--- config.mk ---
export PLATFORM = sky130hd
export DESIGN_NAME = radial_brush_falloff_weight_unit
export DESIGN_NICKNAME = d
export VERILOG_FILES = /design/src/sv/bfw_pkg.sv /design/src/sv/bfw_div.sv /design/src/sv/bfw_curve.sv /design/src/sv/bfw_sqrt.sv /design/src/sv/radial_brush_falloff_weight_unit.sv
export SDC_FILE = /design/constraint.sdc
export NUM_CORES = 2
export LEC_CHECK = 0
export BUFFER_PORTS_ARGS = -buffer_cell sky130_fd_sc_hd__buf_2
export CORE_MARGIN = 1.5
export CORE_UTILIZATION = 50
export DETAILED_ROUTE_END_ITERATION = 8
export GPL_TIMING_DRIVEN = 0
export PLACE_DENSITY = 0.65
export SETUP_SLACK_MARGIN = 0.1
export SKIP_CTS_REPAIR_TIMING = 1
export SLEW_MARGIN = 20
export SYNTH_ARGS = -nofsm -noshare
export SYNTH_HDL_FRONTEND = slang
export SYNTH_SLANG_ARGS = --single-unit
--- constraint.sdc ---
create_clock -name clk -period 35 [get_ports clk]
set_input_delay 3.5 -clock clk [delete_from_list [all_inputs] [get_ports clk]]
set_output_delay 3.5 -clock clk [all_outputs]
set_load 0.02 [all_outputs]
--- src/sv/bfw_pkg.sv ---
// Shared constants, types and the cosine table of the brush falloff weight unit.
package bfw_pkg;

  // Field formats
  localparam int DIST_BITS = 16;
  localparam int FRAC_BITS = 12;
  localparam int ONE       = 1 << FRAC_BITS;

  // Datapath widths
  localparam int DW        = (DIST_BITS > FRAC_BITS + 1) ? DIST_BITS : FRAC_BITS + 1;
  localparam int TAB_SHIFT = 16 - FRAC_BITS;
  localparam int HALF_TAB  = (1 << TAB_SHIFT) >> 1;
  localparam int MW        = 17;
  localparam int PW        = 2 * MW;
  localparam int SQ_W      = 2 * FRAC_BITS;
  localparam int IN_W      = ((DIST_BITS + 7) / 8) * 8;
  localparam int OUT_W     = ((FRAC_BITS + 1 + 7) / 8) * 8;

  // Register indexes
  localparam logic [1:0] REG_RADIUS  = 2'd0;
  localparam logic [1:0] REG_FALLOFF = 2'd1;
  localparam logic [1:0] REG_CURVE   = 2'd2;

  typedef enum logic [1:0] {
    CURVE_LINEAR,
    CURVE_COSINE,
    CURVE_SPHERE,
    CURVE_TIP
  } bfw_curve_t;

  // Flags that ride along with an item
  typedef struct packed {
    logic outside;
    logic full;
  } bfw_tag_t;

  // Curve stage result handed to the root pipeline
  typedef struct packed {
    logic                  use_sqrt;
    logic [FRAC_BITS:0]    weight;
    logic [SQ_W-1:0]       rad;
  } bfw_curve_out_t;

  // Q1.16 table of 0.5(1+cos(pi k/16))
  function automatic logic [16:0] cos_tab(input logic [4:0] k);
    logic [16:0] v;
    case (k)
      5'd0:  v = 17'd65536;
      5'd1:  v = 17'd64906;
      5'd2:  v = 17'd63042;
      5'd3:  v = 17'd60014;
      5'd4:  v = 17'd55938;
      5'd5:  v = 17'd50973;
      5'd6:  v = 17'd45308;
      5'd7:  v = 17'd39161;
      5'd8:  v = 17'd32768;
      5'd9:  v = 17'd26375;
      5'd10: v = 17'd20228;
      5'd11: v = 17'd14563;
      5'd12: v = 17'd9598;
      5'd13: v = 17'd5522;
      5'd14: v = 17'd2494;
      5'd15: v = 17'd630;
      default: v = 17'd0;
    endcase
    return v;
  endfunction

endpackage

--- src/sv/bfw_div.sv ---
// Pipelined restoring divider, one quotient bit per stage.
module bfw_div (
  input  logic                         clk,
  input  logic                         rst,
  input  logic                         en,
  input  logic                         in_valid,
  input  logic [bfw_pkg::DW-1:0]       in_rem,
  input  logic [bfw_pkg::DW-1:0]       in_divisor,
  input  bfw_pkg::bfw_tag_t            in_tag,
  output logic                         out_valid,
  output logic [bfw_pkg::FRAC_BITS-1:0] out_quo,
  output bfw_pkg::bfw_tag_t            out_tag
);
  import bfw_pkg::*;

  localparam int N = FRAC_BITS;

  logic           vld      [N];
  logic [DW-1:0]  rem      [N];
  logic [N-1:0]   quo      [N];
  bfw_tag_t       tag      [N];

  logic           vld_src  [N];
  logic [DW-1:0]  rem_src  [N];
  logic [N-1:0]   quo_src  [N];
  bfw_tag_t       tag_src  [N];

  logic [DW:0]    shl      [N];
  logic           ge       [N];
  logic [DW-1:0]  rem_next [N];
  logic [N-1:0]   quo_next [N];

  // Chain each stage to the one before it
  for (genvar i = 0; i < N; i++) begin : g_src
    if (i == 0) begin : g_first
      assign vld_src[i] = in_valid;
      assign rem_src[i] = in_rem;
      assign quo_src[i] = '0;
      assign tag_src[i] = in_tag;
    end else begin : g_next
      assign vld_src[i] = vld[i-1];
      assign rem_src[i] = rem[i-1];
      assign quo_src[i] = quo[i-1];
      assign tag_src[i] = tag[i-1];
    end
  end

  // Shift, trial subtract, keep the bit
  always_comb begin
    for (int i = 0; i < N; i++) begin
      shl[i]      = {rem_src[i], 1'b0};
      ge[i]       = shl[i] >= {1'b0, in_divisor};
      rem_next[i] = ge[i] ? DW'(shl[i] - {1'b0, in_divisor}) : shl[i][DW-1:0];
      quo_next[i] = {quo_src[i][N-2:0], ge[i]};
    end
  end

  // Advance valid bits
  always_ff @(posedge clk) begin
    if (rst) begin
      for (int i = 0; i < N; i++) vld[i] <= 1'b0;
    end else if (en) begin
      for (int i = 0; i < N; i++) vld[i] <= vld_src[i];
    end
  end

  // Advance payload
  always_ff @(posedge clk) begin
    if (en) begin
      for (int i = 0; i < N; i++) begin
        rem[i] <= rem_next[i];
        quo[i] <= quo_next[i];
        tag[i] <= tag_src[i];
      end
    end
  end

  assign out_valid = vld[N-1];
  assign out_quo   = quo[N-1];
  assign out_tag   = tag[N-1];

endmodule

--- src/sv/bfw_curve.sv ---
// Curve evaluation: one shared multiplier stage, then the per-curve finish.
module bfw_curve (
  input  logic                          clk,
  input  logic                          rst,
  input  logic                          en,
  input  logic                          in_valid,
  input  logic [bfw_pkg::FRAC_BITS-1:0] in_t,
  input  bfw_pkg::bfw_tag_t             in_tag,
  input  bfw_pkg::bfw_curve_t           curve,
  output logic                          out_valid,
  output bfw_pkg::bfw_curve_out_t       out_res
);
  import bfw_pkg::*;

  localparam logic [SQ_W:0] ONE_SQ = (SQ_W + 1)'(1) << SQ_W;

  logic [FRAC_BITS:0]   r;
  logic [15:0]          p16;
  logic [16:0]          tab_a;
  logic [16:0]          tab_b;
  logic [MW-1:0]        opa;
  logic [MW-1:0]        opb;

  logic                 c1_vld;
  logic [PW-1:0]        c1_prod;
  logic [16:0]          c1_a;
  logic [FRAC_BITS-1:0] c1_t;
  bfw_tag_t             c1_tag;

  logic [PW-1:0]        cos_rnd;
  logic [17:0]          cos_v;
  logic [17:0]          cos_w;
  logic [PW-1:0]        tip_w;
  logic [FRAC_BITS:0]   w_sel;
  bfw_curve_out_t       res_next;

  logic                 c2_vld;
  bfw_curve_out_t       c2_res;

  // Pick multiplier operands for the active curve
  always_comb begin
    r     = (FRAC_BITS + 1)'(ONE) - {1'b0, in_t};
    p16   = 16'(in_t) << TAB_SHIFT;
    tab_a = cos_tab({1'b0, p16[15:12]});
    tab_b = cos_tab({1'b0, p16[15:12]} + 5'd1);
    case (curve)
      CURVE_COSINE: begin
        opa = tab_a - tab_b;
        opb = MW'(p16[11:0]);
      end
      CURVE_SPHERE: begin
        opa = MW'(in_t);
        opb = MW'(in_t);
      end
      CURVE_TIP: begin
        opa = MW'(r);
        opb = MW'(r);
      end
      default: begin
        opa = '0;
        opb = '0;
      end
    endcase
  end

  // Finish each curve from the product
  always_comb begin
    cos_rnd = (c1_prod + PW'(2048)) >> 12;
    cos_v   = {1'b0, c1_a} - {1'b0, cos_rnd[16:0]};
    cos_w   = (cos_v + 18'(HALF_TAB)) >> TAB_SHIFT;
    tip_w   = (c1_prod + PW'(ONE / 2)) >> FRAC_BITS;
    case (curve)
      CURVE_COSINE: w_sel = cos_w[FRAC_BITS:0];
      CURVE_TIP:    w_sel = tip_w[FRAC_BITS:0];
      CURVE_SPHERE: w_sel = '0;
      default:      w_sel = (FRAC_BITS + 1)'(ONE) - {1'b0, c1_t};
    endcase
    res_next.rad      = SQ_W'(ONE_SQ - c1_prod[SQ_W:0]);
    res_next.use_sqrt = (curve == CURVE_SPHERE) && !c1_tag.outside && !c1_tag.full;
    if (c1_tag.outside) begin
      res_next.weight = '0;
    end else if (c1_tag.full) begin
      res_next.weight = (FRAC_BITS + 1)'(ONE);
    end else begin
      res_next.weight = w_sel;
    end
  end

  // Advance valid bits
  always_ff @(posedge clk) begin
    if (rst) begin
      c1_vld <= 1'b0;
      c2_vld <= 1'b0;
    end else if (en) begin
      c1_vld <= in_valid;
      c2_vld <= c1_vld;
    end
  end

  // Advance payload
  always_ff @(posedge clk) begin
    if (en) begin
      c1_prod <= opa * opb;
      c1_a    <= tab_a;
      c1_t    <= in_t;
      c1_tag  <= in_tag;
      c2_res  <= res_next;
    end
  end

  assign out_valid = c2_vld;
  assign out_res   = c2_res;

endmodule

--- src/sv/bfw_sqrt.sv ---
// Pipelined integer square root, one root bit per stage, for the sphere curve.
module bfw_sqrt (
  input  logic                        clk,
  input  logic                        rst,
  input  logic                        en,
  input  logic                        in_valid,
  input  bfw_pkg::bfw_curve_out_t     in_res,
  output logic                        out_valid,
  output logic [bfw_pkg::FRAC_BITS:0] out_weight
);
  import bfw_pkg::*;

  localparam int N = FRAC_BITS;

  logic              vld      [N];
  logic [N+1:0]      rem      [N];
  logic [N-1:0]      root     [N];
  logic [SQ_W-1:0]   val      [N];
  logic              use_sq   [N];
  logic [N:0]        wgt      [N];

  logic              vld_src  [N];
  logic [N+1:0]      rem_src  [N];
  logic [N-1:0]      root_src [N];
  logic [SQ_W-1:0]   val_src  [N];
  logic              use_src  [N];
  logic [N:0]        wgt_src  [N];

  logic [N+3:0]      rem2     [N];
  logic [N+3:0]      trial    [N];
  logic              ge       [N];
  logic [N+1:0]      rem_next [N];

  // Chain each stage to the one before it
  for (genvar i = 0; i < N; i++) begin : g_src
    if (i == 0) begin : g_first
      assign vld_src[i]  = in_valid;
      assign rem_src[i]  = '0;
      assign root_src[i] = '0;
      assign val_src[i]  = in_res.rad;
      assign use_src[i]  = in_res.use_sqrt;
      assign wgt_src[i]  = in_res.weight;
    end else begin : g_next
      assign vld_src[i]  = vld[i-1];
      assign rem_src[i]  = rem[i-1];
      assign root_src[i] = root[i-1];
      assign val_src[i]  = val[i-1];
      assign use_src[i]  = use_sq[i-1];
      assign wgt_src[i]  = wgt[i-1];
    end
  end

  // Bring down two bits, try root*4+1
  always_comb begin
    for (int i = 0; i < N; i++) begin
      rem2[i]     = {rem_src[i], val_src[i][SQ_W-1 -: 2]};
      trial[i]    = (N + 4)'({root_src[i], 2'b01});
      ge[i]       = rem2[i] >= trial[i];
      rem_next[i] = ge[i] ? (N + 2)'(rem2[i] - trial[i]) : rem2[i][N+1:0];
    end
  end

  // Advance valid bits
  always_ff @(posedge clk) begin
    if (rst) begin
      for (int i = 0; i < N; i++) vld[i] <= 1'b0;
    end else if (en) begin
      for (int i = 0; i < N; i++) vld[i] <= vld_src[i];
    end
  end

  // Advance payload
  always_ff @(posedge clk) begin
    if (en) begin
      for (int i = 0; i < N; i++) begin
        rem[i]    <= rem_next[i];
        root[i]   <= {root_src[i][N-2:0], ge[i]};
        val[i]    <= val_src[i] << 2;
        use_sq[i] <= use_src[i];
        wgt[i]    <= wgt_src[i];
      end
    end
  end

  assign out_valid  = vld[N-1];
  assign out_weight = use_sq[N-1] ? {1'b0, root[N-1]} : wgt[N-1];

endmodule

--- src/sv/radial_brush_falloff_weight_unit.sv ---
// Top level: config registers, input stage, two dividers, curve and root pipelines.
// Path from an accepted distance beat to its weight beat: input register,
// two 12-stage dividers, ring offset register, two curve stages and a 12-stage square root.
// Throughput: one beat per cycle, since every stage is pipelined; the whole pipeline holds
// while the output beat waits.
// Reset: synchronous, clears all valid bits and loads radius 2560,
// falloff 2048 and the linear curve.
module radial_brush_falloff_weight_unit (
  input  logic                      clk,
  input  logic                      rst,
  input  logic                      s_tvalid,
  output logic                      s_tready,
  input  logic [bfw_pkg::IN_W-1:0]  s_tdata,   // [15:0] distance
  output logic                      m_tvalid,
  input  logic                      m_tready,
  output logic [bfw_pkg::OUT_W-1:0] m_tdata,   // [12:0] weight, rest zero
  input  logic                      cfg_valid,
  output logic                      cfg_ready,
  input  logic [1:0]                cfg_index,
  input  logic [bfw_pkg::DW-1:0]    cfg_data
);
  import bfw_pkg::*;

  logic [DIST_BITS-1:0] brush_radius;
  logic [FRAC_BITS:0]   falloff_fraction;
  bfw_curve_t           curve_type;

  logic                 en;
  logic                 in_vld;
  logic [DIST_BITS-1:0] in_dist;
  bfw_tag_t             in_tag;

  logic                 n_vld;
  logic [FRAC_BITS-1:0] n_quo;
  bfw_tag_t             n_tag;

  logic [FRAC_BITS:0]   fall;
  logic [FRAC_BITS:0]   start;
  bfw_tag_t             a_tag_next;
  logic                 a_vld;
  logic [FRAC_BITS:0]   a_diff;
  bfw_tag_t             a_tag;

  logic                 t_vld;
  logic [FRAC_BITS-1:0] t_quo;
  bfw_tag_t             t_tag;

  logic                 c_vld;
  bfw_curve_out_t       c_res;

  logic                 q_vld;
  logic [FRAC_BITS:0]   q_weight;

  // Hold the pipeline while the output beat waits
  assign en        = !m_tvalid || m_tready;
  assign s_tready  = en;
  assign cfg_ready = 1'b1;

  // Register writes
  always_ff @(posedge clk) begin
    if (rst) begin
      brush_radius     <= DIST_BITS'(2560);
      falloff_fraction <= (FRAC_BITS + 1)'(2048);
      curve_type       <= CURVE_LINEAR;
    end else if (cfg_valid && cfg_ready) begin
      case (cfg_index)
        REG_RADIUS:  brush_radius     <= cfg_data[DIST_BITS-1:0];
        REG_FALLOFF: falloff_fraction <= cfg_data[FRAC_BITS:0];
        REG_CURVE:   curve_type       <= bfw_curve_t'(cfg_data[1:0]);
        default: ;
      endcase
    end
  end

  // Input stage
  always_ff @(posedge clk) begin
    if (rst) begin
      in_vld <= 1'b0;
    end else if (en) begin
      in_vld <= s_tvalid;
    end
  end

  always_ff @(posedge clk) begin
    if (en) begin
      in_dist <= s_tdata[DIST_BITS-1:0];
    end
  end

  assign in_tag.outside = in_dist >= brush_radius;
  assign in_tag.full    = 1'b0;

  // Normalize distance by radius
  bfw_div u_norm_div (
    .clk        (clk),
    .rst        (rst),
    .en         (en),
    .in_valid   (in_vld),
    .in_rem     (DW'(in_dist)),
    .in_divisor (DW'(brush_radius)),
    .in_tag     (in_tag),
    .out_valid  (n_vld),
    .out_quo    (n_quo),
    .out_tag    (n_tag)
  );

  // Ring start test and offset into the ring
  always_comb begin
    fall  = (falloff_fraction > (FRAC_BITS + 1)'(ONE)) ? (FRAC_BITS + 1)'(ONE)
                                                       : falloff_fraction;
    start = (FRAC_BITS + 1)'(ONE) - fall;
    a_tag_next.outside = n_tag.outside;
    a_tag_next.full    = {1'b0, n_quo} <= start;
  end

  always_ff @(posedge clk) begin
    if (rst) begin
      a_vld <= 1'b0;
    end else if (en) begin
      a_vld <= n_vld;
    end
  end

  always_ff @(posedge clk) begin
    if (en) begin
      a_diff <= {1'b0, n_quo} - start;
      a_tag  <= a_tag_next;
    end
  end

  // Position across the ring
  bfw_div u_ring_div (
    .clk        (clk),
    .rst        (rst),
    .en         (en),
    .in_valid   (a_vld),
    .in_rem     (DW'(a_diff)),
    .in_divisor (DW'(fall)),
    .in_tag     (a_tag),
    .out_valid  (t_vld),
    .out_quo    (t_quo),
    .out_tag    (t_tag)
  );

  bfw_curve u_curve (
    .clk       (clk),
    .rst       (rst),
    .en        (en),
    .in_valid  (t_vld),
    .in_t      (t_quo),
    .in_tag    (t_tag),
    .curve     (curve_type),
    .out_valid (c_vld),
    .out_res   (c_res)
  );

  bfw_sqrt u_sqrt (
    .clk        (clk),
    .rst        (rst),
    .en         (en),
    .in_valid   (c_vld),
    .in_res     (c_res),
    .out_valid  (q_vld),
    .out_weight (q_weight)
  );

  assign m_tvalid = q_vld;
  assign m_tdata  = OUT_W'(q_weight);

  // Weight never exceeds full strength
  a_weight_bound: assert property (@(posedge clk) disable iff (rst)
    m_tvalid |-> (m_tdata[FRAC_BITS:0] <= (FRAC_BITS + 1)'(ONE)))
    else $error("weight above full strength");

  // Input is taken exactly when the pipeline advances
  a_ready_follows: assert property (@(posedge clk) disable iff (rst)
    s_tready == (!m_tvalid || m_tready))
    else $error("input ready out of step with output stall");

  // Nothing leaves right after reset
  a_reset_empty: assert property (@(posedge clk)
    rst |=> !m_tvalid)
    else $error("output beat right after reset");

  // A stalled pipeline keeps its output weight
  a_stall_holds: assert property (@(posedge clk) disable iff (rst)
    (m_tvalid && !m_tready) |=> (m_tvalid && $stable(q_weight)))
    else $error("weight changed during stall");

endmodule

==> flow_summary.toml <==
[timing]
slew_headroom_pct = 19.85
timing.fmax_mhz = 92.69
hold_violations = 0
worstMarginPinSlew_ns = 1.199
setup-tns-final_ns = 0
maxSlewViolCount = 0
period_share_pct = 30.82
fin_crit_ns = 10.79
clock-skew-final_ns = 0.06400
rsz0062_at_grt = "false"
setup_viol_count_final = 0

[power_and_ir_drop]
p_int_mw = 4.562
p_sw_share_pct = 37.32
seqPwrFrac_pct = 36.0
peakVddDrop_v = 0.00005938
p_per_area_nw_per_um2 = 88.49
power_switching_mw = 2.716
p_leak_nw = 33.33
comb_power_share_pct = 44.4
p_clk_share_pct = 19.6

[placement]
port_buffers = 52
dpl.cell_count = 8477
hpwl_um = 116500
gp_congestion = 0.9288

[min_path]
holdPathEnd = "u_ring_div.quo[2][3]"
worstHoldPathType = "reg -> reg"
hp-start = "u_ring_div.quo[1][38]"
min_delay_path_depth = 0

[grt]
grt_pass1_vias = 48300
grt_usage_pct = 20.91
grt_overflow_total = 0
grt_max_degree = 119
grt_pass1_wl_um = 253300
antenna_found_initial = 3

[cts]
cts.sinks = 1261
clk_pin_slew_worst_paths_ns = 0.06
cts_tree = "done"
clockBufferDepth = 3
clock_latency_ns = 0.78
cts_buffers = 136
cts_root_buffer = "clkbuf_16"
htreeDepth = 4

[worst_setup_path]
r2r-end = "u_curve.c1_prod[26]"
r2r_start = "u_ring_div.quo[2][45]"
start_kind = "flop"
cp_data_required_time_ns = 35.48
r2r_cells = 35
critical_path_peak_fanout = 14
arrival_ns = 11.26
slowest_delay_ns = 0.91
r2r_setup_slack_ns = 24.21
end_kind = "flop"
critical_path_class = "reg -> reg"
cpMaxStageDelayCell = "a21oi_1"

[layout]
instances_no_fill = 8725
layout.nets = 7511
area_growth_pct = 10.41
drive_gt1_share_pct = 7.595
nFillCells = 12420

[detailed_routing]
drt-pass1-iter-count = 6
drt_iter0_markers = 3334
vias = 49000
wl_per_cell_um = 18.18
via_per_inst = 5.616
drc_errors = 0
drt_wl_total_um = 158600
final_antenna_net_count = 0

[floorplan]
ios = 58
core_region_area_um2 = 147800
rows = 141
die_y_um = 389.0
start_util_pct = 50.39
fp.dieW_um = 389.0
die-area_um2 = 151300

[logic_synthesis]
synth_area_um2 = 74490
yosysSeqAreaShare_pct = 50.36
syn_area_per_cell_um2 = 11.54
yosys.area.top_type = "edfxtp_1"
ys.flop_type = "edfxtp_1"
ys_async_sr_fraction_pct = 0
ys_ff_latch = 1261
synth_edf_count = 1226
synth.most_common_cell = "edfxtp_1"
yosysUniqueCellTypes = 94
yosys.area.top_type_share_pct = 49.42
syn_inst = 6454
synthTopCellsByArea = "edfxtp_1 49%, ha_1 10%, fa_1 5.1%"
synth_common_cells = "1226 x edfxtp_1, 599 x ha_1, 497 x nand2_1"
yosys_warnings = 0

[outcome]
status = "complete, no violations"

[run]
maxCapViolCount = 0
==> stage by stage <==
stage	setup WS [ns]	hold slack, ns	utilization (%)	area (µm²)	power (mW)
floorplan	4.861	0.4003	-	74590	5.040
global placement	-7.202	0.4004	52.26	77260	5.760
detailed placement	24.44	0.4045	52.54	77680	5.836
CTS	24.40	0.3802	55.63	82240	7.300
global route	23.60	0.3936	55.63	82240	7.811
finish	24.21	0.3762	55.63	82250	7.278
==> final cells by class <==
class,instances,area [µm²],area share [%]
Antenna cell,1,2.502,0.003043
Buffer,147,626.9,0.7622
Clock buffer,162,3595,4.371
Clock inverter,85,969.7,1.179
Inverter,448,1689,2.054
Multi-Input combinational cell,4624,34780,42.29
Sequential cell,1261,37520,45.62
Tap cell,1930,2415,2.936
Timing Repair Buffer,67,650.6,0.7911
==> critical path: cells and delay by family, from the launching register on <==
family	cells	cell delay (ns)
buffers and inverters	9	1.99
adders and majority gates	9	3.84
AOI/OAI and AO/OA	10	2.83
DFF	1	0.71
and+or+nand+nor	5	0.91
xor gates and xnor gates	2	0.21
==> how the worst max path moves through the flow <==
stage,startpoint,end,cells after the start
after floorplan,m_tready,s_tready,3
after detailed placement,u_ring_div.quo[2][45],u_curve.c1_prod[26],35
after global placement,m_tready,s_tready,5
after global routing,u_ring_div.quo[2][45],u_curve.c1_prod[26],35
after CTS,u_ring_div.quo[2][45],u_curve.c1_prod[26],35
final,u_ring_div.quo[2][45],u_curve.c1_prod[26],35
==> kinds of logic after synthesis <==
group / count (synthesis) / share of synthesized area [%]
AND/OR/NAND/NOR: 1773 / 11.49
buffers and inverters: 595 / 3.096
XOR/XNOR: 468 / 5.503
other: 2 / 0.01008
flip-flops: 1261 / 50.36
adder cells (fa/ha/maj): 787 / 15.11
AO/OA/AOI/OAI: 1399 / 11.86
multiplexers: 169 / 2.567
==> sequential cells by signal, summed over array words and instances (netlist names), 17 cells and up <==
name	flops
u_ring_div.rem	175
u_ring_div.tag	24
u_sqrt.val	132
u_norm_div.quo	78
u_sqrt.root	78
u_curve.out_res	38
u_curve.c1_a	17
u_ring_div.quo	78
u_sqrt.rem	140
u_sqrt.wgt	156
u_norm_div.rem	176
u_curve.c1_prod	29
==> layout by cell type, fill, tap and decap left out, types with 48 or more instances in the layout <==
cell type / synthesis / routed
edfxtp_1: 1226 / 1226
ha_1: 599 / 599
nand2_1: 497 / 496
nor2_1: 482 / 482
inv_1: 444 / 440
a21oi_1: 409 / 409
o21ai_0: 345 / 345
xnor2_1: 248 / 248
xor2_1: 220 / 220
fa_1: 188 / 188
nor3_1: 150 / 150
a21o_1: 150 / 150
mux2_2: 144 / 144
clkbuf_16: 0 / 139
clkbuf_1: 109 / 127
nor2b_1: 97 / 97
nand3_1: 94 / 94
o21a_1: 93 / 93
buf_2: 24 / 76
and2_1: 69 / 69
nand2b_1: 68 / 67
a31oi_1: 63 / 63
nand4_1: 59 / 59
nor4_1: 48 / 48
==> metal layers <==
| layer | vias up | wire length [µm] | track usage, % | share of wire, % |
|---|---|---|---|---|
| met4 | 2 | 4515 | 6.953 | 2.8 |
| met3 | 278 | 6510 | 2.880 | 4.1 |
| met5 | - | 12 | 0 | 0.0076 |
| met2 | 1006 | 76910 | 35.86 | 48 |
| met1 | 23660 | 70690 | 27.32 | 45 |
| li1 | 24060 | - | - | - |
==> power by group through the flow <==
stage	registers [mW]	logic, mW	clock network, mW
floorplan	2.53	2.51	0
global placement	2.64	3.12	0
detailed placement	2.65	3.18	0
CTS	2.63	3.21	1.46
global route	2.67	3.62	1.52
finish	2.62	3.23	1.43
(Power assumes the default switching activity.)
